[src/hw/rtl/hsvrgb_pkg.sv]
// Shared types, constants and helpers for the HSV/RGB pixel converter.
// No dependencies; every module of the converter imports this package.
`timescale 1ns / 1ps

package hsvrgb_pkg;

    // Field widths
    localparam int CH_W  = 8;
    localparam int HUE_W = 9;

    // Pipeline geometry
    localparam int DIV_STEPS = 8;   // quotient bits, one per divider stage
    localparam int HSV_LAT   = 3;   // stages of the HSV to RGB datapath

    // Commands
    localparam logic CMD_HSV2RGB = 1'b0;
    localparam logic CMD_RGB2HSV = 1'b1;

    // Hue constants
    localparam logic [HUE_W-1:0] HUE_MAX = 9'd359;
    localparam logic [HUE_W-1:0] HUE_FULL = 9'd360;
    localparam logic [HUE_W-1:0] HUE_GREEN = 9'd120;
    localparam logic [HUE_W-1:0] HUE_BLUE = 9'd240;

    // Which channel holds the maximum (red wins ties, then green)
    typedef enum logic [1:0] {
        SEL_RED   = 2'd0,
        SEL_GREEN = 2'd1,
        SEL_BLUE  = 2'd2
    } t_sel;

    // Channel triple
    typedef struct packed {
        logic [CH_W-1:0] red;
        logic [CH_W-1:0] green;
        logic [CH_W-1:0] blue;
    } t_rgb;

    // Side information that travels alongside the divider lanes
    typedef struct packed {
        logic             cmd;
        logic [HUE_W-1:0] hue;
        logic [CH_W-1:0]  sat;
        logic [CH_W-1:0]  val;
        t_rgb             pix;
        logic [CH_W-1:0]  mx;
        t_sel             sel;
        logic             neg;
        logic             dzero;
        logic             mzero;
    } t_side;

    // Truncating divide by 255 for products of two 8-bit values:
    // (x + 1 + x/256) / 256
    function automatic logic [CH_W-1:0] div255(input logic [2*CH_W-1:0] x);
        logic [2*CH_W:0] sum;
        sum = {1'b0, x} + 17'd1 + {9'd0, x[2*CH_W-1:CH_W]};
        return sum[2*CH_W-1:CH_W];
    endfunction

endpackage

[src/hw/rtl/hsvrgb_div.sv]
// Pipelined restoring divider: one quotient bit per register stage.
// Depends on hsvrgb_pkg for default widths.
`timescale 1ns / 1ps

module hsvrgb_div #(
    parameter int DEN_W = hsvrgb_pkg::CH_W,
    parameter int Q_W   = hsvrgb_pkg::DIV_STEPS
) (
    input  logic               i_clk,
    input  logic               i_en,
    input  logic [DEN_W+Q_W-1:0] i_num,   // must be below i_den * 2**Q_W
    input  logic [DEN_W-1:0]   i_den,
    output logic [Q_W-1:0]     o_quo
);
    import hsvrgb_pkg::*;

    logic [DEN_W-1:0] w_rem [Q_W+1];
    logic [Q_W-1:0]   w_lo  [Q_W+1];
    logic [Q_W-1:0]   w_q   [Q_W+1];
    logic [DEN_W-1:0] w_den [Q_W+1];

    assign w_rem[0] = i_num[DEN_W+Q_W-1:Q_W];
    assign w_lo[0]  = i_num[Q_W-1:0];
    assign w_q[0]   = '0;
    assign w_den[0] = i_den;

    for (genvar k = 0; k < Q_W; k++) begin : g_step
        logic [DEN_W:0]   trial;
        logic             ge;
        logic [DEN_W:0]   diff;
        logic [DEN_W-1:0] r_rem;
        logic [Q_W-1:0]   r_lo;
        logic [Q_W-1:0]   r_q;
        logic [DEN_W-1:0] r_den;

        // Shift in the next numerator bit and try a subtract
        always_comb begin
            trial = {w_rem[k], w_lo[k][Q_W-1]};
            ge    = (trial >= {1'b0, w_den[k]});
            diff  = ge ? (trial - {1'b0, w_den[k]}) : trial;
        end

        always_ff @(posedge i_clk) begin
            if (i_en) begin
                r_rem <= diff[DEN_W-1:0];
                r_lo  <= {w_lo[k][Q_W-2:0], 1'b0};
                r_q   <= {w_q[k][Q_W-2:0], ge};
                r_den <= w_den[k];
            end
        end

        assign w_rem[k+1] = r_rem;
        assign w_lo[k+1]  = r_lo;
        assign w_q[k+1]   = r_q;
        assign w_den[k+1] = r_den;
    end

    assign o_quo = w_q[Q_W];

endmodule

[src/hw/rtl/hsvrgb_hsv2rgb.sv]
// Three-stage HSV to RGB datapath: products, divide by 255, sector mapping.
// Depends on hsvrgb_pkg for types and the divide-by-255 helper.
`timescale 1ns / 1ps

module hsvrgb_hsv2rgb (
    input  logic                   i_clk,
    input  logic                   i_en,
    input  logic [2:0]             i_sector,
    input  logic [hsvrgb_pkg::CH_W-1:0] i_frac,
    input  logic [hsvrgb_pkg::CH_W-1:0] i_sat,
    input  logic [hsvrgb_pkg::CH_W-1:0] i_val,
    output hsvrgb_pkg::t_rgb       o_rgb
);
    import hsvrgb_pkg::*;

    logic [2*CH_W-1:0] r1_mp, r1_msf, r1_mst;
    logic [CH_W-1:0]   r1_val;
    logic [2:0]        r1_sector;
    logic [CH_W-1:0]   r2_p, r2_val;
    logic [2*CH_W-1:0] r2_mq, r2_mt;
    logic [2:0]        r2_sector;
    t_rgb              r3_rgb;
    logic [CH_W-1:0]   w_sq, w_st, w_q, w_t;
    t_rgb              n_rgb;

    // Stage 1: first products
    always_ff @(posedge i_clk) begin
        if (i_en) begin
            r1_mp     <= 16'(i_val) * 16'(8'd255 - i_sat);
            r1_msf    <= 16'(i_sat) * 16'(i_frac);
            r1_mst    <= 16'(i_sat) * 16'(8'd255 - i_frac);
            r1_val    <= i_val;
            r1_sector <= i_sector;
        end
    end

    // Stage 2: scale down, second products
    assign w_sq = div255(r1_msf);
    assign w_st = div255(r1_mst);

    always_ff @(posedge i_clk) begin
        if (i_en) begin
            r2_p      <= div255(r1_mp);
            r2_mq     <= 16'(r1_val) * 16'(8'd255 - w_sq);
            r2_mt     <= 16'(r1_val) * 16'(8'd255 - w_st);
            r2_val    <= r1_val;
            r2_sector <= r1_sector;
        end
    end

    // Stage 3: scale down and map by sector
    assign w_q = div255(r2_mq);
    assign w_t = div255(r2_mt);

    always_comb begin
        unique case (r2_sector)
            3'd0:    n_rgb = '{red: r2_val, green: w_t,    blue: r2_p};
            3'd1:    n_rgb = '{red: w_q,    green: r2_val, blue: r2_p};
            3'd2:    n_rgb = '{red: r2_p,   green: r2_val, blue: w_t};
            3'd3:    n_rgb = '{red: r2_p,   green: w_q,    blue: r2_val};
            3'd4:    n_rgb = '{red: w_t,    green: r2_p,   blue: r2_val};
            default: n_rgb = '{red: r2_val, green: r2_p,   blue: w_q};
        endcase
    end

    always_ff @(posedge i_clk) begin
        if (i_en) begin
            r3_rgb <= n_rgb;
        end
    end

    assign o_rgb = r3_rgb;

endmodule

[src/hw/rtl/hsv_rgb_converter_top.sv]
// Top level of the HSV/RGB pixel converter: stream ports, front stage, output stage.
// Depends on hsvrgb_pkg, hsvrgb_div and hsvrgb_hsv2rgb.
`timescale 1ns / 1ps

// Converts one pixel per clock between HSV and RGB; tuser picks the direction
// (0 = HSV to RGB, 1 = RGB to HSV). The input register loads on the accepting
// edge, then the front stage (max/min, sector, fraction), the 8-stage
// bit-per-stage divider that forms saturation and hue, and the output register
// follow. The HSV to RGB path runs beside the divider and is delayed to line
// up. One item enters per clock while the output is not stalled; the whole
// pipeline holds while a result waits on the output.
module hsv_rgb_converter_top (
    input  logic        i_clk,
    input  logic        i_rst_n,
    input  logic        i_s_axis_tvalid,
    output logic        o_s_axis_tready,
    input  logic [55:0] i_s_axis_tdata,  // hue_in[8:0], sat_in, val_in, red_in, green_in, blue_in
    input  logic [0:0]  i_s_axis_tuser,  // command
    output logic        o_m_axis_tvalid,
    input  logic        i_m_axis_tready,
    output logic [55:0] o_m_axis_tdata   // red_out, green_out, blue_out, hue_out[8:0], sat_out, val_out
);
    import hsvrgb_pkg::*;

    localparam int RGB_DLY = DIV_STEPS - HSV_LAT;

    logic w_en;

    // Input register
    logic             r_vld_a;
    logic             r_a_cmd;
    logic [HUE_W-1:0] r_a_hue;
    logic [CH_W-1:0]  r_a_sat, r_a_val;
    t_rgb             r_a_pix;

    // Front stage results
    logic             r_vld_b;
    t_side            r_b_side;
    logic [2:0]       r_b_sector;
    logic [CH_W-1:0]  r_b_frac;
    logic [2*CH_W-1:0] r_b_snum, r_b_hnum;
    logic [CH_W-1:0]  r_b_delta;

    logic [HUE_W-1:0] w_hue;
    logic [2:0]       w_sector;
    logic [HUE_W-1:0] w_base60;
    logic [5:0]       w_rem;
    logic [9:0]       w_frac17;
    logic [CH_W-1:0]  w_mx, w_mn, w_delta, w_da, w_db, w_mag;
    t_sel             w_sel;
    logic             w_neg;
    t_side            n_side;

    // Delay line and pipeline valids
    logic             r_vld_d [DIV_STEPS];
    t_side            r_side_d [DIV_STEPS];
    t_rgb             r_rgb_d [RGB_DLY];
    t_rgb             w_rgb_hsv;
    logic [CH_W-1:0]  w_squo, w_hquo;

    // Output stage
    logic             r_vld_o;
    t_rgb             r_o_pix;
    logic [HUE_W-1:0] r_o_hue;
    logic [CH_W-1:0]  r_o_sat, r_o_val;
    t_side            w_fs;
    logic [HUE_W-1:0] n_hue;
    logic [HUE_W-1:0] w_q9;

    // Advance everything unless a result is stuck on the output
    assign w_en            = !r_vld_o || i_m_axis_tready;
    assign o_s_axis_tready = w_en;

    // Capture the item
    always_ff @(posedge i_clk) begin
        if (!i_rst_n) begin
            r_vld_a <= 1'b0;
        end else if (w_en) begin
            r_vld_a <= i_s_axis_tvalid;
        end
    end

    always_ff @(posedge i_clk) begin
        if (w_en) begin
            r_a_cmd       <= i_s_axis_tuser[0];
            r_a_hue       <= i_s_axis_tdata[8:0];
            r_a_sat       <= i_s_axis_tdata[16:9];
            r_a_val       <= i_s_axis_tdata[24:17];
            r_a_pix.red   <= i_s_axis_tdata[32:25];
            r_a_pix.green <= i_s_axis_tdata[40:33];
            r_a_pix.blue  <= i_s_axis_tdata[48:41];
        end
    end

    // Front stage: saturate hue, find sector and fraction
    always_comb begin
        w_hue = (r_a_hue > HUE_MAX) ? HUE_MAX : r_a_hue;
        if (w_hue >= 9'd300) begin
            w_sector = 3'd5; w_base60 = 9'd300;
        end else if (w_hue >= HUE_BLUE) begin
            w_sector = 3'd4; w_base60 = HUE_BLUE;
        end else if (w_hue >= 9'd180) begin
            w_sector = 3'd3; w_base60 = 9'd180;
        end else if (w_hue >= HUE_GREEN) begin
            w_sector = 3'd2; w_base60 = HUE_GREEN;
        end else if (w_hue >= 9'd60) begin
            w_sector = 3'd1; w_base60 = 9'd60;
        end else begin
            w_sector = 3'd0; w_base60 = 9'd0;
        end
        w_rem    = 6'(w_hue - w_base60);
        // rem*255/60 equals rem*17/4
        w_frac17 = {4'd0, w_rem} * 10'd17;
    end

    // Front stage: max, min, leading channel, signed hue difference
    always_comb begin
        w_mx = r_a_pix.red;
        if (r_a_pix.green > w_mx) w_mx = r_a_pix.green;
        if (r_a_pix.blue > w_mx)  w_mx = r_a_pix.blue;
        w_mn = r_a_pix.red;
        if (r_a_pix.green < w_mn) w_mn = r_a_pix.green;
        if (r_a_pix.blue < w_mn)  w_mn = r_a_pix.blue;
        w_delta = w_mx - w_mn;

        if (w_mx == r_a_pix.red) begin
            w_sel = SEL_RED;   w_da = r_a_pix.green; w_db = r_a_pix.blue;
        end else if (w_mx == r_a_pix.green) begin
            w_sel = SEL_GREEN; w_da = r_a_pix.blue;  w_db = r_a_pix.red;
        end else begin
            w_sel = SEL_BLUE;  w_da = r_a_pix.red;   w_db = r_a_pix.green;
        end
        w_neg = (w_da < w_db);
        w_mag = w_neg ? (w_db - w_da) : (w_da - w_db);

        n_side.cmd   = r_a_cmd;
        n_side.hue   = w_hue;
        n_side.sat   = r_a_sat;
        n_side.val   = r_a_val;
        n_side.pix   = r_a_pix;
        n_side.mx    = w_mx;
        n_side.sel   = w_sel;
        n_side.neg   = w_neg;
        n_side.dzero = (w_delta == '0);
        n_side.mzero = (w_mx == '0);
    end

    always_ff @(posedge i_clk) begin
        if (!i_rst_n) begin
            r_vld_b <= 1'b0;
        end else if (w_en) begin
            r_vld_b <= r_vld_a;
        end
    end

    always_ff @(posedge i_clk) begin
        if (w_en) begin
            r_b_side   <= n_side;
            r_b_sector <= w_sector;
            r_b_frac   <= w_frac17[9:2];
            r_b_delta  <= w_delta;
            r_b_snum   <= 16'(w_delta) * 16'd255;
            r_b_hnum   <= {8'd0, w_mag} * 16'd60;
        end
    end

    // Saturation = delta*255/max
    hsvrgb_div #(.DEN_W(CH_W), .Q_W(DIV_STEPS)) u_div_sat (
        .i_clk (i_clk),
        .i_en  (w_en),
        .i_num (r_b_snum),
        .i_den (r_b_side.mx),
        .o_quo (w_squo)
    );

    // Hue offset = 60*|difference|/delta
    hsvrgb_div #(.DEN_W(CH_W), .Q_W(DIV_STEPS)) u_div_hue (
        .i_clk (i_clk),
        .i_en  (w_en),
        .i_num (r_b_hnum),
        .i_den (r_b_delta),
        .o_quo (w_hquo)
    );

    hsvrgb_hsv2rgb u_hsv2rgb (
        .i_clk    (i_clk),
        .i_en     (w_en),
        .i_sector (r_b_sector),
        .i_frac   (r_b_frac),
        .i_sat    (r_b_side.sat),
        .i_val    (r_b_side.val),
        .o_rgb    (w_rgb_hsv)
    );

    // Carry valid and side data alongside the divider
    always_ff @(posedge i_clk) begin
        if (!i_rst_n) begin
            for (int i = 0; i < DIV_STEPS; i++) begin
                r_vld_d[i] <= 1'b0;
            end
        end else if (w_en) begin
            r_vld_d[0] <= r_vld_b;
            for (int i = 1; i < DIV_STEPS; i++) begin
                r_vld_d[i] <= r_vld_d[i-1];
            end
        end
    end

    always_ff @(posedge i_clk) begin
        if (w_en) begin
            r_side_d[0] <= r_b_side;
            for (int i = 1; i < DIV_STEPS; i++) begin
                r_side_d[i] <= r_side_d[i-1];
            end
            r_rgb_d[0] <= w_rgb_hsv;
            for (int i = 1; i < RGB_DLY; i++) begin
                r_rgb_d[i] <= r_rgb_d[i-1];
            end
        end
    end

    // Output stage: place the hue offset around the leading channel
    assign w_fs = r_side_d[DIV_STEPS-1];
    assign w_q9 = {1'b0, w_hquo};

    always_comb begin
        if (w_fs.dzero) begin
            n_hue = '0;
        end else begin
            case (w_fs.sel)
                SEL_RED:   n_hue = w_fs.neg ? ((w_q9 == '0) ? '0 : HUE_FULL - w_q9) : w_q9;
                SEL_GREEN: n_hue = w_fs.neg ? (HUE_GREEN - w_q9) : (HUE_GREEN + w_q9);
                default:   n_hue = w_fs.neg ? (HUE_BLUE - w_q9) : (HUE_BLUE + w_q9);
            endcase
        end
    end

    always_ff @(posedge i_clk) begin
        if (!i_rst_n) begin
            r_vld_o <= 1'b0;
        end else if (w_en) begin
            r_vld_o <= r_vld_d[DIV_STEPS-1];
        end
    end

    always_ff @(posedge i_clk) begin
        if (w_en) begin
            if (w_fs.cmd == CMD_RGB2HSV) begin
                r_o_pix <= w_fs.pix;
                r_o_hue <= n_hue;
                r_o_sat <= w_fs.mzero ? '0 : w_squo;
                r_o_val <= w_fs.mx;
            end else begin
                r_o_pix <= r_rgb_d[RGB_DLY-1];
                r_o_hue <= w_fs.hue;
                r_o_sat <= w_fs.sat;
                r_o_val <= w_fs.val;
            end
        end
    end

    assign o_m_axis_tvalid = r_vld_o;
    assign o_m_axis_tdata  = {7'd0, r_o_val, r_o_sat, r_o_hue,
                              r_o_pix.blue, r_o_pix.green, r_o_pix.red};

endmodule
[config.mk]
export PLATFORM = sky130hd
export DESIGN_NAME = hsv_rgb_converter_top
export DESIGN_NICKNAME = d
export VERILOG_FILES = /design/src/hw/rtl/hsvrgb_pkg.sv /design/src/hw/rtl/hsvrgb_div.sv /design/src/hw/rtl/hsvrgb_hsv2rgb.sv /design/src/hw/rtl/hsv_rgb_converter_top.sv
export SDC_FILE = /design/constraint.sdc
export NUM_CORES = 2
export LEC_CHECK = 0
export BUFFER_PORTS_ARGS = -buffer_cell sky130_fd_sc_hd__buf_2
export CORE_UTILIZATION = 60
export CTS_BUF_LIST = sky130_fd_sc_hd__clkbuf_8
export DETAILED_ROUTE_END_ITERATION = 8
export GPL_TIMING_DRIVEN = 0
export PLACE_DENSITY = 0.77
export SYNTH_ARGS = -nofsm -noshare
export SYNTH_HDL_FRONTEND = slang
export SYNTH_SLANG_ARGS = --single-unit
[constraint.sdc]
create_clock -name i_clk -period 51.1 [get_ports i_clk]
set_input_delay 12.775 -clock i_clk [delete_from_list [all_inputs] [get_ports i_clk]]
set_output_delay 12.775 -clock i_clk [all_outputs]
set_load 0.05 [all_outputs]
; ---- After elaboration in Yosys (flattened, before gate mapping)
; Memories as Yosys holds them, arrays and structs flattened. A register that Yosys moved wholly into a read port is not among the register bits.
; Index checks and enable logic that the tools add are counted.
[totals]
reg_bits = 684
ramBits = 632
in_bits = 61
out_inout_bits = 58
word_cells = 262
memories = 3
[mem_list]
columns = name, depth, word_bits, rd, rd_ports_with_merged_regs, write_ports, line_no
row1 = r_side_d, 8, 63, 8, 0, 8, hsv_rgb_converter_top.sv:56  ; t_side r_side_d [DIV_STEPS];
row2 = r_rgb_d, 5, 24, 5, 0, 5, hsv_rgb_converter_top.sv:57  ; t_rgb r_rgb_d [RGB_DLY];
row3 = r_vld_d, 8, 1, 8, 1, 8, hsv_rgb_converter_top.sv:55  ; logic r_vld_d [DIV_STEPS];
[classes]
add_sub_neg = 37
n_mul = 8
n_lt_le_gt_ge = 27
n_eq_ne = 7
n_mux = 59
n_bitwise = 8
reduce_logical = 9
[ops]
columns = operator, count
row1 = $mux 8, 25
row2 = $ge 9x8->1, 15
row3 = $sub 8x8->8, 16
row4 = $pmux 24 s5, 1
row5 = $add 16x1->16 const B, 5
row6 = $add 16x8->16, 5
row7 = $mul 8x16->16, 4
row8 = $mux 9, 7
row9 = $sub 8x8->9 const A, 5
row10 = $mux 6, 5
row11 = $lt 8x8->1, 3
row12 = $mux 24, 1
row13 = $ge 9x8->1 const B, 2
row14 = $pmux 9 s2, 1
row15 = $eq 8x8->1, 2
row16 = $gt 8x8->1, 2
row17 = $logic_not 8->1, 2
row18 = $mul 8x8->16, 1
row19 = $mul 8x8->16 const B, 1
row20 = $mux 1, 15
row21 = $mul 8x4->12 const B, 1
row22 = $mul 6x5->10 const B, 1
row23 = $add 7x8->9 const A, 1
row24 = $add 8x8->9 const A, 1
row25 = 22 further kinds, 33

; ---- Depth between registers and ports, before layout
[logic_depth]
depth_word = 10
ltp_mapped = 52
mapped_depth_nobuf = 49

; ---- Cells and area by module
; A second synthesis with hierarchy kept.
[hier_totals]
hier_cells = 4850
hier_area_um2 = 66985.5
[by_module_without_submodules]
columns = mod, instances, cells_each, area_each_um2, seq_area_each_um2
row1 = hsv_rgb_converter_top, 1, 1826, 32690.1, 25234.2
row2 = hsvrgb_hsv2rgb, 1, 1703, 16998.8, 4023.9
row3 = hsvrgb_div (u_div_hue), 1, 677, 8782.2, 5285.1
row4 = hsvrgb_div (u_div_sat), 1, 644, 8514.4, 5285.1

; ---- Least setup slack after synthesis
; OpenSTA, ideal clock, no wires.
[synth_path]
path_type = input to output
startpoint = in i_m_axis_tready
endpoint = out o_s_axis_tready
t_arrival_ns = 35.656
required_time_ns = 38.325
slack_ns = 2.669
path_stages = 3
path_buffers = 1
cell_sequence = nor2b_1 clkbuf_1 clkinv_1
[synth_between]
elab_chain_cells = 1
[synth_rtl]
columns = item, line_no
row1 = from (decl), hsv_rgb_converter_top.sv:20  ; input logic i_m_axis_tready,
row2 = $logic_or 1x1->1, hsv_rgb_converter_top.sv:71  ; assign w_en = !r_vld_o || i_m_axis_tready;
row3 = to (decl), hsv_rgb_converter_top.sv:16  ; output logic o_s_axis_tready,
; No other way between the ends.

; ---- Worst setup path after layout
; Same ends and word-level chain as after synthesis.

==> reports/summary.txt <==
Status -> complete, no violations
Routed Antenna Nets -> 0
Largest net degree at the start of global routing -> 117
Final setup viols -> 0
Fin Hold WS -> 0.393 ns
Rows -> 117
First-pass GRT wire length -> 174000 microns
Max-Cap Viols -> 0
Family with the most delay on the worst path -> buffers and inverters
Router iterations before antenna repair -> 6
GRT Util Overall -> 21.4%
Initial antenna violation count -> 5
Post-placement cell area -> 64600 sq um
Kind of critical path -> input pin to output pin
Register bit total from synthesis -> 1237
H-tree levels -> 4
Met2 GRT Util -> 34.5%
Worst path setup slack after routing -> 23.37 ns
Clock skew -> 0.0408 ns
Hold buffers post-CTS -> 0
Final WL -> 108000 microns
DRT iter0 DRCs -> 2554
Residual DRC -> 0
Area of the multi-input gates -> 22200 sq um
Yosys warning total -> 0
CP Data Required Time -> 38.33 ns
CP Capture Type -> output pin
Via count -> 33600
Gr busiest metal -> met2
Cells after synthesis -> 4488
Clock buffer depth -> 3
Met3 Use GR -> 3.62%
RSZ-0062 raised after global routing -> no
Max-slew violation count -> 0
Seq/Total Area, Yosys -> 59.8%
Die H -> 323 microns
Vias in the first global route -> 33500
Met1 usage -> 29.9%
Post-route cell area -> 68200 sq um
IO Pins -> 119
Average wire per standard cell -> 17.1 microns
Postcts setup bufs -> 0
Asr flop ratio synth -> 0%
Number of synthesized flops with an enable pin -> 1229
Die footprint -> 105000 sq um
Post-Syn Area -> 62000 sq um
Clock slew at reported path FFs -> 0.06 ns
Slowest CP cell -> clkinv_4
Seq. cell area -> 37100 sq um
NumNets Final -> 5560
Hold Vio Cnt, Final -> 0
CTS tree -> built
Synth-to-layout area growth -> 10.0%
Cell Chain, Critical Path -> buf_2 -> nor2b_1 -> clkbuf_1 -> clkinv_4 -> buf_16 -> buf_2
GR Overflow Total -> 0
CTS root buf -> clkbuf_8
GP Congestion -> 0.895
Synth cell types -> 70
Mean Syn Cell Area -> 13.8 sq um
Core area -> 102000 sq um
Flop-to-flop setup slack -> 39.01 ns
Dpl ws -> 23.38 ns
Crit-path max cell delay -> 0.63 ns
IO buf count -> 104
CTS buffer count -> 188
Most common flop cell mapped by yosys -> edfxtp_1
Post-CTS Resized -> 0
Worst path most repeated cell -> buf_2
Critical Path Start Type -> input pin
Clock Latency Late Sink -> 0.86 ns
Layout cells sized above 1 -> 9.24%
Part of the cycle the worst path needs -> 54.3%
Minimum clock period after layout -> 27.73 ns
Initial Util -> 60.7%
Critical Path AT -> 14.96 ns
Worst slew margin -> 29.4%
HPWL after DPL -> 78500 microns
Fmax -> 36.1 MHz
Clock Sinks -> 1237
Hold WC Path Type -> flip-flop to flip-flop
CP Max Fanout -> 102
Buffers & Inverters on Critical Path -> 5
Vias per cell -> 5.32
Worst-margin pin slew -> 1.03 ns
Die Wd -> 323 microns
Filler Cells Inserted -> 7203
registers in the layout (all words and copies together) (netlist names), 21 cells and up:
register	flops
u_div_sat.g_step.r_lo	21
u_div_sat.g_step.r_rem	56
u_div_hue.g_step.r_q	28
u_div_hue.g_step.r_rem	56
n_side	24
o_m_axis_tdata	24
u_hsv2rgb.o_rgb	24
u_div_hue.g_step.r_den	56
r_side_d	441
r_b_side	63
u_div_sat.g_step.r_den	49
r_rgb_d	120
u_div_sat.g_step.r_q	28
layout make-up:
cell class / count / area share (%)
sequential: 1237 / 54.3
buffer: 103 / 0.651
tap: 1368 / 2.51
antenna: 3 / 0.0110
inverter: 614 / 3.39
clock inverter: 150 / 1.51
clock buffer: 188 / 3.79
timing repair buffer: 116 / 1.25
multi-input combinational: 2540 / 32.6
path summary, 6_finish.rpt:
kind | endpoint | cells after the start | startpoint
max | o_s_axis_tready | 6 | i_m_axis_tready
min | r_side_d[1][239]$_DFFE_PN_ | 0 | r_side_d[1][176]$_DFFE_PN_
max reg2reg | r_b_hnum[13]$_DFFE_PN_ | 47 | n_side[34]$_DFFE_PN_
min reg2reg | r_side_d[1][239]$_DFFE_PN_ | 0 | r_side_d[1][176]$_DFFE_PN_
kinds of logic after synthesis:
family | count (synthesis) | share of synthesized area, %
compound gates | 612 | 6.13
flops | 1237 | 59.8
mux | 142 | 2.48
simple gates | 874 | 7.25
buf+inv | 717 | 4.43
fa+ha+maj | 701 | 17.0
other cells | 1 | 0.00605
xor+xnor | 204 | 2.88
per-layer routing:
layer / wire length [microns] / share of wire (%)
met1: 48900 / 45
met2: 51300 / 47
met3: 5820 / 5.4
met4: 2260 / 2.1
met5: 0 / 0
cells in the mapped netlist (6+ instances only):
cell         n  share of area, %
a211oi_1    11              0.13
nor2b_1    148               1.5
a21oi_1    144               1.2
dfxtp_1      8              0.26
nand4_1     33              0.33
inv_1      613               3.7
and4_1       6             0.085
nand3_1     17              0.14
nand2_1    278               1.7
nor3_1      14              0.11
a31oi_1      8             0.081
and3_1      10              0.10
a221oi_1     6             0.085
fa_1       240               7.7
o21ai_0    213               1.7
and2_1     110               1.1
buf_4       11              0.13
mux2i_1     69               1.1
a21o_1      53              0.64
o22ai_1     13              0.13
o21a_1      37              0.45
xnor2_1    122               1.7
mux2_4       7              0.17
o21bai_1    24              0.29
edfxtp_1  1229                60
xor2_1      82               1.2
mux2_2      66               1.2
or4_1       14              0.17
nand2b_1   115               1.2
a21boi_0    24              0.29
ha_1       459               9.3
o211a_1     14              0.23
o31ai_1     28              0.34
nor2_1     113              0.68
clkbuf_1    85              0.51
cell usage in the layout (no fill, tap or decap), types with 17 or more instances in the layout:
| cell | synthesis | routed |
|---|---|---|
| a21boi_0 | 24 | 24 |
| a21o_1 | 53 | 53 |
| a21oi_1 | 144 | 144 |
| and2_1 | 110 | 110 |
| buf_2 | 1 | 105 |
| clkbuf_1 | 85 | 85 |
| clkbuf_8 | 0 | 188 |
| clkinv_1 | 1 | 57 |
| clkinv_2 | 0 | 22 |
| edfxtp_1 | 1229 | 1229 |
| fa_1 | 240 | 240 |
| ha_1 | 459 | 459 |
| inv_1 | 613 | 656 |
| mux2_2 | 66 | 66 |
| mux2i_1 | 69 | 69 |
| nand2_1 | 278 | 278 |
| nand2b_1 | 115 | 115 |
| nand3_1 | 17 | 17 |
| nand4_1 | 33 | 33 |
| nor2_1 | 113 | 113 |
| nor2b_1 | 148 | 148 |
| o21a_1 | 37 | 37 |
| o21ai_0 | 213 | 213 |
| o21bai_1 | 24 | 24 |
| o31ai_1 | 28 | 28 |
| xnor2_1 | 122 | 122 |
| xor2_1 | 82 | 82 |
through the flow:
stage          utilization [%]  std cells  setup TNS [ns]
2_1_floorplan                -       4494               0
3_3_place_gp              62.9       5966        -4804.31
3_5_place_dp              63.2       5978               0
4_1_cts                   66.8       6316               0
5_1_grt                   66.8       6318               0
6_report                  66.8       6319               0
worst reg2reg max path: cells and delay by family, from the launching register on:
kind,cells,cell delay [ns]
adder cells (fa/ha/maj),7,2.57
XOR/XNOR,3,0.50
flip-flops,1,0.61
AND/OR/NAND/NOR,3,0.79
AO/OA/AOI/OAI,22,5.10
buffers and inverters,9,1.32
multiplexers,3,0.97
Power is left out: the tool's default activity adds up to more than one toggle a clock period on the data nets, which glitch-free logic cannot reach.
